$ cat src/sv/assert_macros.svh
// Assertion macros shared by the framer RTL.
// Expects clk and rst_n to be visible in the including scope.
`ifndef ASSERT_MACROS_SVH
`define ASSERT_MACROS_SVH

// Clocked property, disabled while reset is asserted.
`define ASSERT_CLK(lbl, prop, msg) \
    lbl: assert property (@(posedge clk) disable iff (!rst_n) (prop)) else $error(msg);

// Condition that must never hold at a clock edge outside reset.
`define ASSERT_NEVER(lbl, cond, msg) \
    `ASSERT_CLK(lbl, !(cond), msg)

`endif

$ cat src/sv/smpf_pkg.sv
// Shared types and constants of the swashplate mixer / packet framer.
// No dependencies; imported by every module of the block.
`timescale 1ns / 1ps
`default_nettype none

package smpf_pkg;

    // Frame layout
    localparam logic [7:0] FRAME_HEADER = 8'h01;
    localparam int         FRAME_LEN    = 8;
    localparam int         CHANNELS     = 6;

    localparam logic [2:0] POS_HEADER   = 3'd0;
    localparam logic [2:0] POS_THROTTLE = 3'd1;
    localparam logic [2:0] POS_LEFT     = 3'd2;
    localparam logic [2:0] POS_FRONT    = 3'd3;
    localparam logic [2:0] POS_RUDDER   = 3'd4;
    localparam logic [2:0] POS_SPARE    = 3'd5;
    localparam logic [2:0] POS_RIGHT    = 3'd6;
    localparam logic [2:0] POS_CHECKSUM = 3'd7;

    // Pulse width centres, microseconds
    localparam int SERVO_CENTRE    = 1500;
    localparam int TAIL_CENTRE     = 1300;
    localparam int SERVO_DIVISOR   = 6;
    localparam int SERVO_NUMERATOR = SERVO_DIVISOR * SERVO_CENTRE;

    // Floor division by six for values below 2^17: (x * 43691) >> 18
    localparam int         RECIP6_SHIFT = 18;
    localparam logic [15:0] RECIP6      = 16'((1 << RECIP6_SHIFT) / SERVO_DIVISOR + 1);

    // Command saturation limits
    localparam int LAT_LIMIT = 1000;
    localparam int LON_LIMIT = 2000;
    localparam int COL_LIMIT = 500;

    // Sign mask bits
    localparam int SIGN_LEFT  = 0;
    localparam int SIGN_FRONT = 1;
    localparam int SIGN_RIGHT = 2;

    // Field widths
    localparam int WIDTH_W = 12;
    localparam int GAIN_W  = 24;
    localparam int NUM_W   = 15;
    localparam int PROD_W  = WIDTH_W + GAIN_W;
    localparam int FRAC_W  = 16;

    localparam int QUEUE_DEPTH_DEFAULT = 2;

    // Configuration register indexes
    typedef enum logic [1:0] {
        CFG_WIDTH_FLOOR  = 2'd0,
        CFG_MAP_GAIN     = 2'd1,
        CFG_BYTE_CEILING = 2'd2,
        CFG_SIGN_MASK    = 2'd3
    } cfg_reg_t;

    localparam logic [11:0] WIDTH_FLOOR_RST  = 12'd1000;
    localparam logic [23:0] MAP_GAIN_RST     = 24'd16712;
    localparam logic [7:0]  BYTE_CEILING_RST = 8'd255;
    localparam logic [2:0]  SIGN_MASK_RST    = 3'd0;

    typedef struct packed {
        logic [11:0] width_floor;
        logic [23:0] map_gain;
        logic [7:0]  byte_ceiling;
        logic [2:0]  servo_sign_mask;
    } cfg_t;

    // Pulse widths of one command, all in 0..4095 us
    typedef struct packed {
        logic [11:0] throttle;
        logic [11:0] left;
        logic [11:0] front;
        logic [11:0] rudder;
        logic [11:0] right;
    } chan_widths_t;

endpackage

`default_nettype wire

$ cat src/sv/smpf_front.sv
// Front end: accepts a command, saturates and mixes it, forms the pulse widths.
// Depends on smpf_pkg; feeds smpf_queue.
`timescale 1ns / 1ps
`default_nettype none

module smpf_front (
    input  wire logic                 clk,
    input  wire logic                 rst_n,
    input  wire logic                 in_valid,
    output      logic                 in_ready,
    input  wire logic [11:0]          throttle_width,
    input  wire logic signed [10:0]   lateral_cmd,
    input  wire logic signed [11:0]   longitudinal_cmd,
    input  wire logic signed [9:0]    collective_cmd,
    input  wire logic signed [10:0]   rudder_cmd,
    input  wire logic [2:0]           sign_mask,
    output      logic                 push,
    output      smpf_pkg::chan_widths_t push_data,
    input  wire logic                 queue_ready
);

    import smpf_pkg::*;

    logic signed [10:0] lat_sat;
    logic signed [11:0] lon_sat;
    logic signed [9:0]  col_sat;
    logic signed [14:0] lat_x, lon_x, col6;
    logic signed [14:0] right_n, front_n, left_n;
    logic signed [14:0] right_s, front_s, left_s;
    logic signed [15:0] right_sum, front_sum, left_sum;
    logic signed [12:0] rudder_sum;

    logic               f1_valid_reg, f1_valid_next;
    logic [11:0]        thr_reg;
    logic [11:0]        rud_reg;
    logic [NUM_W-1:0]   left_x_reg, front_x_reg, right_x_reg;

    logic [30:0]        left_q, front_q, right_q;
    logic               load;

    // Saturate cyclic and collective commands
    always_comb
    begin
        if (lateral_cmd > 11'sd1000)
            lat_sat = 11'(LAT_LIMIT);
        else if (lateral_cmd < -11'sd1000)
            lat_sat = -11'(LAT_LIMIT);
        else
            lat_sat = lateral_cmd;

        if (longitudinal_cmd > 12'sd2000)
            lon_sat = 12'(LON_LIMIT);
        else if (longitudinal_cmd < -12'sd2000)
            lon_sat = -12'(LON_LIMIT);
        else
            lon_sat = longitudinal_cmd;

        if (collective_cmd > 10'sd500)
            col_sat = 10'(COL_LIMIT);
        else if (collective_cmd < -10'sd500)
            col_sat = -10'(COL_LIMIT);
        else
            col_sat = collective_cmd;
    end

    // Servo deltas in sixths, then sign and centre
    always_comb
    begin
        lat_x   = 15'(lat_sat);
        lon_x   = 15'(lon_sat);
        col6    = 15'sd6 * 15'(col_sat);
        right_n = col6 + 15'sd3 * lat_x - lon_x;
        front_n = col6 + 15'sd2 * lon_x;
        left_n  = col6 - 15'sd3 * lat_x - lon_x;

        right_s = sign_mask[SIGN_RIGHT] ? -right_n : right_n;
        front_s = sign_mask[SIGN_FRONT] ? -front_n : front_n;
        left_s  = sign_mask[SIGN_LEFT]  ? -left_n  : left_n;

        right_sum  = 16'(SERVO_NUMERATOR) + 16'(right_s);
        front_sum  = 16'(SERVO_NUMERATOR) + 16'(front_s);
        left_sum   = 16'(SERVO_NUMERATOR) + 16'(left_s);
        rudder_sum = 13'(TAIL_CENTRE) + 13'(rudder_cmd);
    end

    assign in_ready      = !f1_valid_reg || queue_ready;
    assign load          = in_valid && in_ready;
    assign push          = f1_valid_reg && queue_ready;
    assign f1_valid_next = load ? 1'b1 : (push ? 1'b0 : f1_valid_reg);

    always_ff @(posedge clk or negedge rst_n)
    begin
        if (!rst_n)
            f1_valid_reg <= 1'b0;
        else
            f1_valid_reg <= f1_valid_next;
    end

    always_ff @(posedge clk)
    begin
        if (load)
        begin
            thr_reg     <= throttle_width;
            rud_reg     <= rudder_sum[11:0];
            left_x_reg  <= left_sum[NUM_W-1:0];
            front_x_reg <= front_sum[NUM_W-1:0];
            right_x_reg <= right_sum[NUM_W-1:0];
        end
    end

    // Divide the centred numerators by six, truncating (all are positive)
    always_comb
    begin
        left_q  = 31'(left_x_reg)  * 31'(RECIP6);
        front_q = 31'(front_x_reg) * 31'(RECIP6);
        right_q = 31'(right_x_reg) * 31'(RECIP6);

        push_data.throttle = thr_reg;
        push_data.left     = left_q[RECIP6_SHIFT +: WIDTH_W];
        push_data.front    = front_q[RECIP6_SHIFT +: WIDTH_W];
        push_data.rudder   = rud_reg;
        push_data.right    = right_q[RECIP6_SHIFT +: WIDTH_W];
    end

endmodule

`default_nettype wire

$ cat src/sv/smpf_queue.sv
// Short queue of pulse width sets between the front end and the frame builder.
// Depends on smpf_pkg and assert_macros.svh.
`timescale 1ns / 1ps
`default_nettype none

`include "assert_macros.svh"

module smpf_queue #(
    parameter int DEPTH = smpf_pkg::QUEUE_DEPTH_DEFAULT
) (
    input  wire logic                   clk,
    input  wire logic                   rst_n,
    input  wire logic                   push,
    input  wire smpf_pkg::chan_widths_t push_data,
    output      logic                   push_ready,
    input  wire logic                   pop,
    output      logic                   head_valid,
    output      smpf_pkg::chan_widths_t head_data
);

    import smpf_pkg::*;

    localparam int PTR_W = (DEPTH > 1) ? $clog2(DEPTH) : 1;
    localparam int CNT_W = $clog2(DEPTH + 1);

    chan_widths_t     mem_reg [DEPTH];
    logic [PTR_W-1:0] wr_ptr_reg, wr_ptr_next;
    logic [PTR_W-1:0] rd_ptr_reg, rd_ptr_next;
    logic [CNT_W-1:0] count_reg, count_next;

    assign push_ready = count_reg != CNT_W'(DEPTH);
    assign head_valid = count_reg != '0;
    assign head_data  = mem_reg[rd_ptr_reg];

    always_comb
    begin
        wr_ptr_next = wr_ptr_reg;
        rd_ptr_next = rd_ptr_reg;
        count_next  = count_reg;
        if (push)
            wr_ptr_next = (wr_ptr_reg == PTR_W'(DEPTH - 1)) ? '0 : wr_ptr_reg + 1'b1;
        if (pop)
            rd_ptr_next = (rd_ptr_reg == PTR_W'(DEPTH - 1)) ? '0 : rd_ptr_reg + 1'b1;
        if (push && !pop)
            count_next = count_reg + 1'b1;
        else if (pop && !push)
            count_next = count_reg - 1'b1;
    end

    always_ff @(posedge clk or negedge rst_n)
    begin
        if (!rst_n)
        begin
            wr_ptr_reg <= '0;
            rd_ptr_reg <= '0;
            count_reg  <= '0;
        end
        else
        begin
            wr_ptr_reg <= wr_ptr_next;
            rd_ptr_reg <= rd_ptr_next;
            count_reg  <= count_next;
        end
    end

    always_ff @(posedge clk)
    begin
        if (push)
            mem_reg[wr_ptr_reg] <= push_data;
    end

    `ASSERT_NEVER(a_no_overflow, push && count_reg == CNT_W'(DEPTH), "queue push while full")
    `ASSERT_NEVER(a_no_underflow, pop && count_reg == '0, "queue pop while empty")
    `ASSERT_CLK(a_count_up, push && !pop |=> count_reg == $past(count_reg) + 1'b1, "queue count lost a push")

endmodule

`default_nettype wire

$ cat src/sv/smpf_back.sv
// Frame builder: maps each width to a channel byte and emits the 8-byte frame.
// Depends on smpf_pkg and assert_macros.svh; takes pulse widths from smpf_queue.
`timescale 1ns / 1ps
`default_nettype none

`include "assert_macros.svh"

module smpf_back (
    input  wire logic                   clk,
    input  wire logic                   rst_n,
    input  wire smpf_pkg::cfg_t         cfg,
    input  wire logic                   head_valid,
    input  wire smpf_pkg::chan_widths_t head_data,
    output      logic                   pop,
    output      logic                   out_valid,
    input  wire logic                   out_ready,
    output      logic [7:0]             frame_byte,
    output      logic [2:0]             byte_index,
    output      logic                   frame_end
);

    import smpf_pkg::*;

    logic              advance;
    logic              issue;
    logic [2:0]        seq_idx_reg, seq_idx_next;
    logic [WIDTH_W-1:0] chan_w;
    logic [12:0]       diff;
    logic [PROD_W-1:0] prod;

    logic              m_valid_reg, m_valid_next;
    logic [2:0]        m_idx_reg;
    logic              m_neg_reg;
    logic [PROD_W-1:0] m_prod_reg;

    logic [PROD_W-FRAC_W-1:0] mapped;
    logic [7:0]        byte_calc;
    logic [7:0]        chk_reg;

    logic              out_valid_reg, out_valid_next;
    logic [7:0]        out_byte_reg;
    logic [2:0]        out_idx_reg;

    // Whole pipeline holds while the output register is full and stalled
    assign advance = !out_valid_reg || out_ready;
    assign issue   = head_valid && advance;
    assign pop     = issue && (seq_idx_reg == POS_CHECKSUM);

    assign seq_idx_next   = issue ? seq_idx_reg + 3'd1 : seq_idx_reg;
    assign m_valid_next   = advance ? issue : m_valid_reg;
    assign out_valid_next = advance ? m_valid_reg : out_valid_reg;

    // Width of the channel at the current byte position
    always_comb
    begin
        unique case (seq_idx_reg)
            POS_THROTTLE: chan_w = head_data.throttle;
            POS_LEFT:     chan_w = head_data.left;
            POS_FRONT:    chan_w = head_data.front;
            POS_RUDDER:   chan_w = head_data.rudder;
            POS_SPARE:    chan_w = WIDTH_W'(TAIL_CENTRE);
            POS_RIGHT:    chan_w = head_data.right;
            default:      chan_w = '0;
        endcase
        diff = {1'b0, chan_w} - {1'b0, cfg.width_floor};
        prod = PROD_W'(diff[11:0]) * PROD_W'(cfg.map_gain);
    end

    // Clamp the scaled width into a channel byte
    always_comb
    begin
        mapped = m_prod_reg[PROD_W-1:FRAC_W];
        unique case (m_idx_reg)
            POS_HEADER:   byte_calc = FRAME_HEADER;
            POS_CHECKSUM: byte_calc = chk_reg;
            default:
            begin
                if (m_neg_reg)
                    byte_calc = 8'd0;
                else if (mapped > (PROD_W - FRAC_W)'(cfg.byte_ceiling))
                    byte_calc = cfg.byte_ceiling;
                else
                    byte_calc = mapped[7:0];
            end
        endcase
    end

    always_ff @(posedge clk or negedge rst_n)
    begin
        if (!rst_n)
        begin
            seq_idx_reg   <= POS_HEADER;
            m_valid_reg   <= 1'b0;
            out_valid_reg <= 1'b0;
        end
        else
        begin
            seq_idx_reg   <= seq_idx_next;
            m_valid_reg   <= m_valid_next;
            out_valid_reg <= out_valid_next;
        end
    end

    always_ff @(posedge clk)
    begin
        if (advance)
        begin
            m_idx_reg  <= seq_idx_reg;
            m_neg_reg  <= diff[12];
            m_prod_reg <= prod;
            if (m_valid_reg)
            begin
                out_byte_reg <= byte_calc;
                out_idx_reg  <= m_idx_reg;
                chk_reg      <= (m_idx_reg == POS_HEADER) ? byte_calc : chk_reg ^ byte_calc;
            end
        end
    end

    assign out_valid  = out_valid_reg;
    assign frame_byte = out_byte_reg;
    assign byte_index = out_idx_reg;
    assign frame_end  = out_idx_reg == POS_CHECKSUM;

    `ASSERT_CLK(a_idx_order, out_valid_reg && out_ready |=> !out_valid_reg || out_idx_reg == $past(out_idx_reg) + 3'd1, "frame bytes out of order")
    `ASSERT_CLK(a_frame_start, $rose(out_valid_reg) |-> out_idx_reg == POS_HEADER, "output resumed mid-frame")
    `ASSERT_CLK(a_stall_hold, m_valid_reg && !advance |=> m_valid_reg && $stable(m_idx_reg), "mapping stage lost a byte in a stall")

endmodule

`default_nettype wire

$ cat src/sv/swashplate_mix_packet_framer.sv
// CCPM 120 swashplate mixer and 8-byte packet framer, top level.
// Holds the configuration registers; instantiates smpf_front, smpf_queue, smpf_back.
//
// Use:
//   Command channel (in_valid/in_ready): one request carries throttle width and the
//   lateral, longitudinal, collective and rudder commands. The front end saturates
//   and mixes it into five pulse widths and queues them.
//   Byte channel (out_valid/out_ready): each command produces eight requests:
//   header 0x01, channel bytes throttle, left, front, rudder, spare, right, then the
//   XOR checksum. byte_index gives the position, frame_end marks the checksum.
//   Config channel (cfg_valid/cfg_ready, always ready): index 0 width floor,
//   1 map gain (Q8.16), 2 byte ceiling, 3 servo sign mask. Write only while idle.
// Timing:
//   The command passes the front-end register, the queue, and the builder's
//   mapping and output registers before its header appears. The builder emits
//   one byte per cycle while out_ready holds; that single byte port sets the
//   sustained rate; the queue takes the next commands while a frame is being sent.
// Reset clears the queue and pipeline and loads the register defaults.
// A receiver stall freezes the builder with the byte held; the queue then fills and
// in_ready drops.
`timescale 1ns / 1ps
`default_nettype none

module swashplate_mix_packet_framer #(
    parameter int QUEUE_DEPTH = smpf_pkg::QUEUE_DEPTH_DEFAULT
) (
    input  wire logic               clk,
    input  wire logic               rst_n,
    input  wire logic               in_valid,
    output      logic               in_ready,
    input  wire logic [11:0]        throttle_width,
    input  wire logic signed [10:0] lateral_cmd,
    input  wire logic signed [11:0] longitudinal_cmd,
    input  wire logic signed [9:0]  collective_cmd,
    input  wire logic signed [10:0] rudder_cmd,
    output      logic               out_valid,
    input  wire logic               out_ready,
    output      logic [7:0]         frame_byte,
    output      logic [2:0]         byte_index,
    output      logic               frame_end,
    input  wire logic               cfg_valid,
    output      logic               cfg_ready,
    input  wire logic [1:0]         cfg_index,
    input  wire logic [23:0]        cfg_data
);

    import smpf_pkg::*;

    cfg_t         cfg_reg, cfg_next;
    logic         push;
    logic         push_ready;
    chan_widths_t push_data;
    logic         pop;
    logic         head_valid;
    chan_widths_t head_data;

    // Register writes are always taken
    assign cfg_ready = 1'b1;

    // Decode the register index and update the addressed field
    always_comb
    begin
        cfg_next = cfg_reg;
        if (cfg_valid)
        begin
            unique case (cfg_reg_t'(cfg_index))
                CFG_WIDTH_FLOOR:  cfg_next.width_floor     = cfg_data[11:0];
                CFG_MAP_GAIN:     cfg_next.map_gain        = cfg_data[23:0];
                CFG_BYTE_CEILING: cfg_next.byte_ceiling    = cfg_data[7:0];
                CFG_SIGN_MASK:    cfg_next.servo_sign_mask = cfg_data[2:0];
                default:          cfg_next = cfg_reg;
            endcase
        end
    end

    always_ff @(posedge clk or negedge rst_n)
    begin
        if (!rst_n)
        begin
            cfg_reg.width_floor     <= WIDTH_FLOOR_RST;
            cfg_reg.map_gain        <= MAP_GAIN_RST;
            cfg_reg.byte_ceiling    <= BYTE_CEILING_RST;
            cfg_reg.servo_sign_mask <= SIGN_MASK_RST;
        end
        else
        begin
            cfg_reg <= cfg_next;
        end
    end

    // Front end: saturate, mix, centre, divide by six
    smpf_front u_front (
        .clk              (clk),
        .rst_n            (rst_n),
        .in_valid         (in_valid),
        .in_ready         (in_ready),
        .throttle_width   (throttle_width),
        .lateral_cmd      (lateral_cmd),
        .longitudinal_cmd (longitudinal_cmd),
        .collective_cmd   (collective_cmd),
        .rudder_cmd       (rudder_cmd),
        .sign_mask        (cfg_reg.servo_sign_mask),
        .push             (push),
        .push_data        (push_data),
        .queue_ready      (push_ready)
    );

    // Decouple command intake from byte emission
    smpf_queue #(
        .DEPTH (QUEUE_DEPTH)
    ) u_queue (
        .clk        (clk),
        .rst_n      (rst_n),
        .push       (push),
        .push_data  (push_data),
        .push_ready (push_ready),
        .pop        (pop),
        .head_valid (head_valid),
        .head_data  (head_data)
    );

    // Back end: map widths to bytes, add header and checksum
    smpf_back u_back (
        .clk        (clk),
        .rst_n      (rst_n),
        .cfg        (cfg_reg),
        .head_valid (head_valid),
        .head_data  (head_data),
        .pop        (pop),
        .out_valid  (out_valid),
        .out_ready  (out_ready),
        .frame_byte (frame_byte),
        .byte_index (byte_index),
        .frame_end  (frame_end)
    );

endmodule

`default_nettype wire
$ cat config.mk
export PLATFORM = sky130hd
export DESIGN_NAME = swashplate_mix_packet_framer
export DESIGN_NICKNAME = d
export VERILOG_FILES = /design/src/sv/smpf_pkg.sv /design/src/sv/smpf_front.sv /design/src/sv/smpf_queue.sv /design/src/sv/smpf_back.sv /design/src/sv/swashplate_mix_packet_framer.sv
export VERILOG_INCLUDE_DIRS = /design/src /design/src/sv
export SDC_FILE = /design/constraint.sdc
export NUM_CORES = 2
export LEC_CHECK = 0
export ABC_CLOCK_PERIOD_IN_PS = 10700
export BUFFER_PORTS_ARGS = -buffer_cell sky130_fd_sc_hd__buf_2
export CAP_MARGIN = 20
export CORE_ASPECT_RATIO = 0.7
export CORE_MARGIN = 3
export CORE_UTILIZATION = 45
export CTS_CLUSTER_DIAMETER = 50
export DETAILED_ROUTE_END_ITERATION = 8
export GPL_ROUTABILITY_DRIVEN = 0
export PLACE_DENSITY = 0.63
export SETUP_SLACK_MARGIN = 0.4
export SKIP_LAST_GASP = 1
export SLEW_MARGIN = 20
export SYNTH_ARGS = -nofsm -noshare
export SYNTH_HDL_FRONTEND = slang
export SYNTH_HIERARCHICAL = 1
export SYNTH_SLANG_ARGS = --single-unit
$ cat constraint.sdc
create_clock -name clk -period 10.7 [get_ports clk]
set_clock_uncertainty 0.1 [all_clocks]
set_input_delay 0.535 -clock clk [delete_from_list [all_inputs] [get_ports clk]]
set_output_delay 0.535 -clock clk [all_outputs]
set_load 0.005 [all_outputs]
Yosys cells after proc, flatten, opt, wreduce, memory -nomap -nowiden
Memories as Yosys holds them, arrays and structs flattened.
Index checks and enable logic that the tools add are counted.
W data, S select, Z words.
{"block": "totals", "ram_bits": 120, "regBits": 185, "word_cells": 112, "in_bits": 87, "memories": 1}
{"block": "classes", "addsub": 18, "n_lt_le_gt_ge": 7, "bitwise": 1, "mux": 22, "n_mul": 6, "n_eq_ne": 13, "reduce_logical": 22}
{"name": "u_queue.mem_reg", "words": 2, "word_bits": 60, "read_ports": 1, "rd_clocked_by_memory_dff": 0, "write_ports": 1, "line_no": "smpf_queue.sv:26", "source": "chan_widths_t mem_reg [DEPTH];"}
{"cell": "$mul A15 B16 Y30 const B", "n": 3}
{"cell": "$pmux W12 S6", "n": 1}
{"cell": "$add A15 B15 Y15 const A", "n": 3}
{"cell": "$mux W15", "n": 3}
{"cell": "$neg A15 Y15", "n": 3}
{"cell": "$mul A12 B24 Y36", "n": 1}
{"cell": "$sub A15 B12 Y15", "n": 2}
{"cell": "$mux W12", "n": 2}
{"cell": "$mux W8", "n": 3}
{"cell": "$mux W11", "n": 2}
{"cell": "$gt A20 B8 Y1", "n": 1}
{"cell": "$mux W10", "n": 2}
{"cell": "$eq A3 B3 Y1 const B", "n": 6}
{"cell": "$pmux W8 S2", "n": 1}
{"cell": "$add A14 B13 Y15", "n": 1}
{"cell": "$add A14 B14 Y15", "n": 1}
{"cell": "$sub A14 B14 Y15", "n": 1}
{"cell": "$mul A3 B11 Y14 const A", "n": 1}
{"cell": "$mul A3 B10 Y13 const A", "n": 1}
{"cell": "$sub A12 B12 Y13", "n": 1}
{"cell": "$add A12 B11 Y12 const A", "n": 1}
{"cell": "$gt A12 B12 Y1 const B", "n": 1}
{"cell": "$lt A12 B12 Y1 const B", "n": 1}
{"cell": "$gt A11 B11 Y1 const B", "n": 1}
{"cell": "other kinds (22)", "n": 46}

Longest topological paths before layout
{"block": "depth", "word_depth": 9, "ltp_mapped": 38, "depth_no_buf": 36}

By module
The synthesis kept the hierarchy.
{"mod": "smpf_front", "instances": 1, "cells_each": 1827, "area_per_inst_um2": 17673.2, "seq_area_each_um2": 2067.0}
{"mod": "smpf_back", "instances": 1, "cells_each": 1347, "area_per_inst_um2": 12161.7, "seq_area_each_um2": 1416.4}
{"mod": "smpf_queue", "instances": 1, "cells_each": 203, "area_per_inst_um2": 4820.9, "seq_area_each_um2": 3703.6}
{"mod": "swashplate_mix_packet_framer", "instances": 1, "cells_each": 103, "area_per_inst_um2": 1831.8, "seq_area_each_um2": 1198.6}

Worst setup path after synthesis
No wires, ideal clock.
{"block": "synth_timing", "path_type": "flip-flop to flip-flop", "startpoint": "register u_back.seq_idx_reg[2]", "endpoint": "register u_back.m_prod_reg[34], data pin", "path_slack_ns": 2.310, "stages_incl_launch_ff": 34, "arrival_ns": 8.034, "n_path_buf": 3, "cell_sequence": "dfrtp_1 clkbuf_1 inv_1 ha_1 clkbuf_1 a221oi_1 ha_1 inv_1 fa_1 a21o_1 a21oi_2 o21bai_1 a21oi_2 o21ai_2 a311oi_4 xnor2_2 buf_6 and2_4 fa_1 fa_1 fa_1 fa_1 inv_1 fa_1 inv_1 ha_1 a21o_1 a31o_1 a31oi_1 o211ai_1 nand2_1 a41oi_2 or3b_1 and3_1"}
{"block": "synth_between", "elab_chain_len": 4, "elab_cells_between_ends": 9}
{"item": "start, declared", "line_no": "smpf_back.sv:26", "source": "logic [2:0] seq_idx_reg, seq_idx_next;"}
{"item": "start signal, assigned", "line_no": "smpf_back.sv:98", "source": "seq_idx_reg <= seq_idx_next;"}
{"item": "$eq A3 B3 Y1 (tied with other cells)", "line_no": "smpf_back.sv:56", "source": "unique case (seq_idx_reg)"}
{"item": "$pmux W12 S6 (*)", "line_no": "smpf_back.sv:56"}
{"item": "$sub A12 B12 Y13 (*)", "line_no": "smpf_back.sv:65", "source": "diff = {1'b0, chan_w} - {1'b0, cfg.width_floor};"}
{"item": "$mul A12 B24 Y36 (*)", "line_no": "smpf_back.sv:66", "source": "prod = PROD_W'(diff[11:0]) * PROD_W'(cfg.map_gain);"}
{"item": "named net u_back.prod[34]", "line_no": "smpf_back.sv:29", "source": "logic [PROD_W-1:0] prod;"}
{"item": "end signal, assigned", "line_no": "smpf_back.sv:110", "source": "m_prod_reg <= prod;"}
{"item": "end, declared", "line_no": "smpf_back.sv:34", "source": "logic [PROD_W-1:0] m_prod_reg;"}
Mark *: on every way through the listed nets, which the timed path passes. The rest lies on a longest branch.
A chain may end at the register's enable or synchronous reset.

==> out/qor.yml <==
finalSetupViolations: 0
dieArea_sq_um: 84600
post_synth.cell_area_avg_sq_um: 10.5
required_ns: 10.94
synthesis.nets: 4481
port_buffers: 100
layout_commonest_cell: "inv_1"
worstSetupStartpointType: "flop"
place_inst: 4548
die_h_microns: 244
io-pin-count: 102
crit_slowest_cell: "dfrtp_4"
topRoutingLayerUsed: "met4"
async_reset_ff_frac: 0.198
min_period_ns: 9.47
drive_gt1_frac: 0.111
slew_viol_final: 0
n_antenna_cell: 0
clock_path_buffers: 3
hold_buffers: 8
synthCells: 3480
fin_cells: 4628
wl_met1_microns: 41100
drt_iter0_drc: 1374
crit_path_max_incr_delay_ns: 0.73
drt_pass1_iterations: 6
synth_compound_area_frac: 0.0840
drt-vias-per-instance: 5.14
die_w_microns: 346
grt_pass1_wl_microns: 131000
synth_top_area_frac: 0.236
critical_path_class: "reg -> reg"
hold_class: "in -> reg"
slew_headroom: 0.237
grt_overflow: 0
hold_viol_final: 0
end_kind: "flop"
path_clk_slew_ns: 0.06
grt_pass1_vias: 24400
yosys.area.top_type: "fa_1"
vias: 23800
ant_nets: 0
dpl.hpwl_microns: 64700
fmax_ghz: 0.106
cts.htree.levels: 2
synth-seq-cells: 288
final_cell_mix: "inv_1, ha_1, fa_1"
finalCritPeriodShare: 0.885
synth_fa_ha_area_frac: 0.402
fin_setup_tns_ns: 0
critPathArrivalTime_ns: 9.71
cts-root-buf: "clkbuf_16"
netlist_top_cells_area: "fa_1, edfxtp_1, ha_1"
wl_met2_microns: 33200
synthSimpleGateAreaFrac: 0.103
nets: 4542
start_util: 0.459
antenna_found_initial: 0
tightest_slew_ns: 1.13
synth_edf_count: 231
row_count: 86
drv_cap: 0
synth_seq_area_share: 0.230
status: "finished clean"
largest_reg_flops: 120
tritoncts: "yes"
area_delta_synth_final_pct: 7.82
wl_met3_microns: 3720
grt_max_degree: 69
path_common_cell: "fa_1"
postCtsSetupBuffers: 0
wl_per_cell_microns: 17.2
insertion_delay_ns: 0.58
design.core.area_sq_um: 79500
cts_made_buffers: 39
ys_types: 105
synthesis.area_sq_um: 36500
synthXorXnorAreaFrac: 0.0469
wirelength_microns: 79500
cts_resized: 0
critPathMaxFanout: 25
rsz0062_at_grt: "no"
ys.flop_type: "edfxtp_1"
yosys_warnings: 6
track_usage: 0.192
drcViolationCount: 0
cts.sink_count: 288
synthMuxAreaShare: 0.0470
synth_top_family_by_area: "adder cells"
[layout make-up]
class / count / area, sq um
clock buffer: 43 / 991
timing repair buffer: 125 / 708
inverter: 665 / 2500
tap: 1056 / 1320
multi-input combinational: 2422 / 25100
clock inverter: 29 / 368
sequential: 288 / 8390
fill: 7269 / 40200
[stage by stage]
| stage | utilization | hold WS [ns] | cell area, sq um | worst slack [ns] |
|---|---|---|---|---|
| final | 0.495 | 0.0445 | 39300 | 1.23 |
| after floorplan | - | 0.139 | 36500 | 2.31 |
| after CTS | 0.495 | 0.00417 | 39300 | 1.22 |
| after detailed placement | 0.477 | 0.336 | 37900 | 1.24 |
| after global placement | 0.477 | 0.331 | 37900 | 1.34 |
| after global routing | 0.495 | 0.0151 | 39300 | 0.678 |
[cells in the mapped netlist (60+ instances only)]
cell and instances:
mux2_4 60, fa_1 430, o21ai_0 86, nor2_1 84
inv_1 665, edfxtp_1 231, ha_1 484, xnor2_1 116
xor2_1 75, nand2_1 309, a21oi_1 105, and2_1 63
[logic make-up (layout without fill, tap and decap cells)]
logic type,count (synthesis),in the layout
compound gates,438,438
xor+xnor,193,193
fa+ha+maj,916,916
buf+inv,770,862
flops,288,288
mux,126,126
other cells,1,1
simple gates,748,748
[worst paths after layout]
| kind | startpoint | endpoint | slack, ns | depth (start not counted) |
|---|---|---|---|---|
| setup reg to reg | u_queue/rd_ptr_reg | u_back/m_prod_reg[34] | 1.23 | 29 |
| hold reg to reg | u_front/rud_reg[3] | u_queue/mem_reg[0][15] | 0.33 | 0 |
| max in group asynchronous | rst_n | u_queue/rd_ptr_reg | 9.35 | 3 |
| setup / recovery | u_queue/rd_ptr_reg | u_back/m_prod_reg[34] | 1.23 | 29 |
| min in group asynchronous | rst_n | cfg_reg[31] | 0.53 | 3 |
| hold / removal | throttle_width[4] | u_front/thr_reg[4] | 0.04 | 1 |
[layer usage]
layer  vias up  GRT usage
met2       477      0.285
li1      11600          -
met5         -          0
met4         0     0.0392
met1     11700      0.299
met3        77     0.0259
[worst max-delay path: cells and delay by family, from the launching register on]
family / cells / cell delay (ns)
flops: 1 / 0.73
buf+inv: 4 / 0.56
fa+ha+maj: 7 / 3.48
xor+xnor: 1 / 0.65
simple gates: 5 / 1.09
mux: 1 / 0.33
compound gates: 11 / 2.27
Power is left out: the tool's default activity adds up to more than one toggle a clock period on the data nets, which glitch-free logic cannot reach.
